<file path="config.mk">
export PLATFORM = sky130hd
export DESIGN_NAME = tes_load_div
export DESIGN_NICKNAME = d
export VERILOG_FILES = /design/src/hdl/triangle_element_stiffness_unit_macros.svh /design/src/hdl/tes_pkg.sv /design/src/hdl/tes_div.sv
export SDC_FILE = /design/constraint.sdc
export NUM_CORES = 1
export LEC_CHECK = 0
export CORE_MARGIN = 1.5
export CORE_UTILIZATION = 65
export CTS_CLUSTER_SIZE = 28
export DETAILED_ROUTE_END_ITERATION = 10
export DONT_BUFFER_PORTS = 1
export HOLD_SLACK_MARGIN = 0.1
export PLACE_DENSITY_LB_ADDON = 0.08
export SYNTH_ARGS = -nofsm -noshare
export SYNTH_HDL_FRONTEND = slang
export SYNTH_SLANG_ARGS = --single-unit
</file>
<file path="constraint.sdc">
create_clock -name clk -period 10.5 [get_ports clk]
set_clock_uncertainty 0.2 [all_clocks]
set_input_delay 2.625 -clock clk [delete_from_list [all_inputs] [get_ports clk]]
set_output_delay 2.625 -clock clk [all_outputs]
set_load 0.1 [all_outputs]
</file>
<file path="src/hdl/triangle_element_stiffness_unit_macros.svh">
// Assertion macros shared by the triangle element stiffness unit.
// Holds only macro definitions; included by files that carry assertions.
`ifndef TRIANGLE_ELEMENT_STIFFNESS_UNIT_MACROS_SVH
`define TRIANGLE_ELEMENT_STIFFNESS_UNIT_MACROS_SVH

// Checks that a condition implies another condition in the same cycle.
`define TES_ASSERT_IMPL(label, clk, rst_n, ante, cons, msg) \
    label: assert property (@(posedge clk) disable iff (!rst_n) (ante) |-> (cons)) \
        else $error(msg);

// Checks that a condition is followed by another one a fixed number of cycles later.
`define TES_ASSERT_DELAY(label, clk, rst_n, ante, dly, cons, msg) \
    label: assert property (@(posedge clk) disable iff (!rst_n) (ante) |-> ##dly (cons)) \
        else $error(msg);

`endif

</file>
<file path="src/hdl/tes_pkg.sv">
// Package for the triangle element stiffness unit: widths, latencies, types.
// Depends on nothing; used by every module of the unit.
package tes_pkg;

    localparam int DATA_WIDTH  = 32;
    localparam int FRAC_BITS   = 16;
    localparam int DIFF_W      = DATA_WIDTH + 1;
    localparam int PROD_W      = 2 * DIFF_W;
    localparam int SUM_W       = PROD_W + 1;
    localparam int MAG_W       = SUM_W;
    localparam int DEN_W       = MAG_W + 1;
    localparam int PIECES      = 3;
    localparam int PIECE_W     = (MAG_W + PIECES - 1) / PIECES;
    localparam int PART_W      = DATA_WIDTH + PIECE_W;
    localparam int NUM_W       = DATA_WIDTH + PIECES * PIECE_W;
    localparam int QBITS       = DATA_WIDTH + 1;
    localparam int WIDE_W      = DEN_W + QBITS + 1;
    localparam int NUM_ENTRIES = 6;
    localparam int NUM_LANES   = NUM_ENTRIES + 1;

    localparam int GEOM_LAT  = 5;
    localparam int SCALE_LAT = 2;
    localparam int DIV_LAT   = QBITS + 2;
    localparam int TAIL_LAT  = SCALE_LAT + DIV_LAT;
    localparam int TOTAL_LAT = GEOM_LAT + TAIL_LAT;

    localparam logic [DEN_W-1:0] LOAD_DEN = DEN_W'(6) << (2 * FRAC_BITS);

    localparam int LOAD_SHIFT = 2 * FRAC_BITS + 1;
    localparam int LOAD_MW    = DATA_WIDTH + 1;
    localparam int LOAD_LO_W  = (LOAD_MW + 1) / 2;
    localparam int LOAD_HI_W  = LOAD_MW - LOAD_LO_W;
    localparam int LOAD_RSH   = LOAD_MW + 2;
    localparam int LOAD_RW    = LOAD_RSH - 1;
    localparam int LOAD_PW    = LOAD_MW + LOAD_RW;
    localparam int LOAD_PAD   = DIV_LAT - 2;

    localparam logic [LOAD_RW-1:0] LOAD_RECIP =
        LOAD_RW'(((64'd1 << LOAD_RSH) + 64'd2) / 64'd3);

    localparam int ROW_IDX [NUM_ENTRIES] = '{0, 0, 0, 1, 1, 2};
    localparam int COL_IDX [NUM_ENTRIES] = '{0, 1, 2, 1, 2, 2};

    typedef logic signed [DATA_WIDTH-1:0] data_t;

    typedef struct packed {
        logic [NUM_ENTRIES-1:0][MAG_W-1:0] sum_mag;
        logic [NUM_ENTRIES-1:0]            sum_neg;
        logic [MAG_W-1:0]                  det_mag;
        logic                              det_zero;
        data_t                             conductivity;
        data_t                             source;
    } geom_out_t;

endpackage

</file>
<file path="src/hdl/tes_div.sv">


module tes_load_div (
    input  logic                       clk,
    input  logic [tes_pkg::NUM_W-1:0]  num,
    input  logic                       num_neg,
    output tes_pkg::data_t             quot
);
    import tes_pkg::*;

    localparam logic [DATA_WIDTH-1:0] HALF  = DATA_WIDTH'(1) << (DATA_WIDTH - 1);
    localparam data_t                 D_MAX = {1'b0, {(DATA_WIDTH-1){1'b1}}};
    localparam data_t                 D_MIN = {1'b1, {(DATA_WIDTH-1){1'b0}}};

    logic [NUM_W:0]               biased;
    logic                         big_next, big_reg, big2_reg;
    logic                         neg_reg, neg2_reg;
    logic [LOAD_MW-1:0]           m_next, m_reg;
    logic [LOAD_HI_W+LOAD_RW-1:0] hi_next, hi_reg;
    logic [LOAD_LO_W+LOAD_RW-1:0] lo_next, lo_reg;
    logic [LOAD_PW-1:0]           prod;
    logic [DATA_WIDTH-1:0]        q;
    data_t                        quot_next;
    data_t                        pad_reg [LOAD_PAD];

    always_comb
    begin
        biased   = (NUM_W+1)'(num) + (NUM_W+1)'(LOAD_DEN >> 1);
        big_next = |biased[NUM_W:LOAD_SHIFT+LOAD_MW];
        m_next   = biased[LOAD_SHIFT +: LOAD_MW];
    end

    always_comb
    begin
        hi_next = (LOAD_HI_W+LOAD_RW)'(m_reg[LOAD_MW-1:LOAD_LO_W])
                * (LOAD_HI_W+LOAD_RW)'(LOAD_RECIP);
        lo_next = (LOAD_LO_W+LOAD_RW)'(m_reg[LOAD_LO_W-1:0])
                * (LOAD_LO_W+LOAD_RW)'(LOAD_RECIP);
    end

    always_comb
    begin
        prod = (LOAD_PW'(hi_reg) << LOAD_LO_W) + LOAD_PW'(lo_reg);
        q    = prod[LOAD_RSH +: DATA_WIDTH];
        if (neg2_reg)
        begin
            if (big2_reg || q > HALF)
                quot_next = D_MIN;
            else
                quot_next = -q;
        end
        else
        begin
            if (big2_reg || q > HALF - DATA_WIDTH'(1))
                quot_next = D_MAX;
            else
                quot_next = q;
        end
    end

    always_ff @(posedge clk)
    begin
        m_reg      <= m_next;
        big_reg    <= big_next;
        neg_reg    <= num_neg;
        hi_reg     <= hi_next;
        lo_reg     <= lo_next;
        big2_reg   <= big_reg;
        neg2_reg   <= neg_reg;
        pad_reg[0] <= quot_next;
        for (int i = 1; i < LOAD_PAD; i++)
        begin
            pad_reg[i] <= pad_reg[i-1];
        end
    end

    assign quot = pad_reg[LOAD_PAD-1];

endmodule
</file>
# Word-level counts from Yosys, hierarchy flattened
# Memories as Yosys holds them, arrays and structs flattened.
# Index checks and enable logic that the tools add are counted.
[totals]
regBits = 138
mem_bits_rw = 1056
inputBits = 103
output_inout_bits = 32
wordCells = 21
memories = 1
[mem_list]
columns = ["name", "depth", "word_bits", "read_ports", "rd_clocked_by_memory_dff", "wr", "line_no", "source"]
rows = [
  ["pad_reg", 33, 32, 33, 0, 33, "tes_div.sv:24", "data_t pad_reg [LOAD_PAD];"],
]
[op_classes]
n_addsub = 3
n_mul = 2
n_lt_le_gt_ge = 2
muxes = 3
n_reduce_logical = 3
[op_table]
columns = ["op", "count"]
rows = [
  ["101-bit by 34-bit adder with 102-bit output (second input constant)", 1],
  ["32-bit two-way mux", 3],
  ["67-bit by 51-bit adder with 67-bit output", 1],
  ["17-bit by 34-bit multiplier with 51-bit output (second input constant)", 1],
  ["16-bit by 34-bit multiplier with 50-bit output (second input constant)", 1],
  ["36-bit OR reduction", 1],
  ["32-bit by 31-bit greater-than comparator with 1-bit output (second input constant)", 1],
  ["32-bit greater-than comparator (second input constant)", 1],
  ["32-bit negation", 1],
  ["1-bit logical OR", 2],
]

# Logic depth before layout (Yosys ltp)
[depth]
ltp_word = 5
mapped_depth = 24
ltp_nobuf = 24

# Least setup slack after synthesis
# No wires, ideal clock.
[synth_timing]
path_kind = "register to register"
from = "register m_reg[20]"
to = "register hi_reg[49]"
setup_ns = 0.072
arrival_ns = 6.032
required_ns = 10.228
path_slack_ns = 4.196
stages_incl_launch_ff = 24
path_buffers = 0
synth_period_minus_slack_ns = 6.304
path_cell_list = "dfxtp_1 -> ha_1 -> inv_1 -> fa_1 -> fa_1 -> inv_1 -> fa_1 -> fa_1 -> inv_1 -> fa_1 -> inv_1 -> ha_1 -> a21o_1 -> a21oi_1 -> o21bai_1 -> a21o_1 -> a21oi_1 -> o21ai_0 -> o41ai_1 -> o21ai_0 -> nor3_1 -> o21bai_1 -> a21oi_1 -> xnor2_1"
[synth_between]
elab_chain_len = 1
[synth_lines]
columns = ["element", "line_no", "source"]
rows = [
  ["start: declaration", "tes_div.sv:18", "logic [LOAD_MW-1:0] m_next, m_reg;"],
  ["start signal: assignment", "tes_div.sv:63", "m_reg <= m_next;"],
  ["16-bit by 34-bit multiplier with 50-bit output", "tes_div.sv:36", "* (LOAD_HI_W+LOAD_RW)'(LOAD_RECIP);"],
  ["net hi_next[49]", "tes_div.sv:19", "logic [LOAD_HI_W+LOAD_RW-1:0] hi_next, hi_reg;"],
  ["end signal: assignment", "tes_div.sv:66", "hi_reg <= hi_next;"],
  ["end: declaration", "tes_div.sv:19", ""],
]
# The timed path passes the listed nets, and every way through them passes these cells.

# Worst setup path after layout
# Same ends and word-level chain as after synthesis.

==> metrics <==
RSZ-0062 raised after global routing=false; max-cap viol count=0; I/O pins=135; max reg flops=1,056; CP dominant cell by count=fa_1; die span in x=245.4 microns; Layout fillers=3,430; Hold Crit Class=reg2reg; Compound-Gate Fraction of Synth Area=0.06257; worst-case clock buffer depth=3; Setup TNS Final=0 ns; worst path arrival time=7.81 ns; routed vias=21,140; top post-synthesis cells by area=dfxtp_1 62%, ha_1 9.3%, fa_1 9.1%; Crit Path Class=reg2reg; Worst-Margin Slew=1.213 ns; # hold bufs at CTS=0; Endpoint, Worst Hold=pad_reg[0][533]; CP max stage cell=fa_1; Hold Fails Final Rpt=0; syn avg cell area=12.76 sq um; core area=0.05792 sq mm; largest net degree at the start of global routing=53; Placement Rows=88; residual DRC count=0; CTS-repair resized insts=0; clk slew on worst S/H paths=0.07 ns; syn nets=3,555; H-tree Lvls=3; layout cells sized above 1=0.06665; final max-slew violation count=0; Initial Util=0.6592; TritonRoute pass-1 iters=5; pre-CTS setup slack=3.153 ns; delay-heaviest family, CP=adder cells; FFs w/ async S/R, synth=0; hold_sp=pad_reg[0][501]; Reg-to-Reg End=hi_reg[49]; EDFF count, synth=0; WL per Instance=20.28 microns; Setup-failing EPs final=0; Main synth FF type=dfxtp_1; area grow syn2layout=11.02%; fin crit period=7.413 ns; Post-Synth XOR/XNOR Area=0.02868; port buffer count=0; simple-gate share of the synthesized area=0.06014; Final nets=3,597; mapped cell area=0.03818 sq mm; die area=0.06020 sq mm; Critical Path End Type=flop; hold depth=0; fin worst setup slack=3.087 ns; main combinational cell family by area after synthesis=adder cells; proportion of synthesized area in mux cells=0.002950; status=completed; Worst-Skew Late Latency=0.68 ns; CTS tree=yes; total gr overflow=0; max incr delay on CP=0.74 ns; Iter 0 DRT Violations=1,418; routability-driven placement congestion ratio=0.8583; setup slack, reg-to-reg=3.09 ns; initial antenna violation count=2; Rel. slew slack=0.1908; period utilization=0.7060; reg2reg start=m_reg[20]; cells on worst reg2reg path=23; Yosys top cell area share=0.6172; Adder-Cell Fraction of Synth Area=0.1846; cells along the critical path=ha_1, inv_1, fa_1, fa_1, inv_1, fa_1, fa_1, inv_1, fa_1, inv_1, ha_1, a21o_1, a21oi_1, o21bai_1, a21o_1, a21oi_1, o21ai_0, o41ai_1, o21ai_0, nor3_1, o21bai_1, a21oi_1, xnor2_1; DR vias/cell=5.439; Startpoint Class=flop; Num CTS Buffers=100; count leader, synth=dfxtp_1; clock net sink count=1,177; Root Driver=clkbuf_16; Mapped Cells=2,993; Synth top cells by count=1,177 x dfxtp_1, 347 x inv_1, 285 x ha_1, 174 x fa_1, 114 x nand2_1; ANT cells=0; vias in the first global route=23,070; first-pass GRT wire length=125,800 microns; DRT antenna net count=0; die height=245.4 microns; WP data required=10.90 ns; Synth area leader=dfxtp_1; final wirelength=78,820 microns; HPWL after detailed placement=47,730 microns; Synth warnings=0; Bufs and invs on worst path=4; postcts setup bufs=0; Fmax achieved=0.1349 GHz; gr usage total=0.2689; Distinct cells, synth=81; register area share after synthesis=0.6172; Worst Path Max Fanout=14; number of synthesized register bits=1,177
==> layout by cell type (no fill, tap or decap), types with 38 or more instances in the layout <==
cell type / netlist / final
a21o_1: 38 / 38
a21oi_1: 104 / 104
clkbuf_16: 0 / 100
dfxtp_1: 1177 / 1176
fa_1: 174 / 174
ha_1: 285 / 285
inv_1: 347 / 347
nand2_1: 114 / 114
nand3_1: 56 / 56
nor2_1: 104 / 104
o21ai_0: 75 / 75
xnor2_1: 87 / 87
xor2_1: 38 / 38
==> logic make-up after synthesis <==
logic type | Yosys count
buffers and inverters | 409
muxes | 11
and+or+nand+nor | 455
DFF | 1177
AOI/OAI and AO/OA | 357
adders and majority gates | 459
xor gates and xnor gates | 125
==> final cells by class <==
| type | instances | area, sq um | area share |
|---|---|---|---|
| Inverter | 347 | 1303 | 0.03073 |
| Multi-Input combinational cell | 1407 | 12940 | 0.3053 |
| Timing Repair Buffer | 2 | 15.01 | 0.0003543 |
| Clock buffer | 134 | 2840 | 0.06701 |
| Clock inverter | 54 | 762.0 | 0.01798 |
| Sequential cell | 1177 | 23560 | 0.5560 |
| Tap cell | 765 | 957.2 | 0.02258 |
==> worst max path at each step <==
stage	start	endpoint	slack, ns	cells after the start
2_1_floorplan	m_reg[20]	hi_reg[49]	4.20	23
3_3_place_gp	m_reg[20]	hi_reg[49]	3.32	23
3_5_place_dp	m_reg[20]	hi_reg[49]	3.15	23
4_1_cts	m_reg[20]	hi_reg[49]	3.13	23
5_1_grt	m_reg[20]	hi_reg[49]	2.70	23
6_report	m_reg[20]	hi_reg[49]	3.09	23
==> metrics by stage <==
step	utilization	hold slack [ns]	cell area, sq um	cells
after floorplan	-	0.1096	38180	2993
after global placement	0.6696	0.1095	38780	3698
after detailed placement	0.6696	0.1121	38780	3698
after CTS	0.7318	0.1125	42380	3886
after global routing	0.7318	0.1106	42380	3886
final	0.7318	0.1043	42380	3886
==> per-layer routing <==
layer | part of all wire | vias up | global-route usage
li1 | - | 9903 | -
met1 | 0.40 | 10250 | 0.3227
met4 | 0.045 | 0 | 0.1202
met2 | 0.50 | 755 | 0.4700
met3 | 0.055 | 233 | 0.05031
met5 | 0 | - | 0
Power is left out: the tool's default activity adds up to more than one toggle a clock period on the data nets, which glitch-free logic cannot reach.
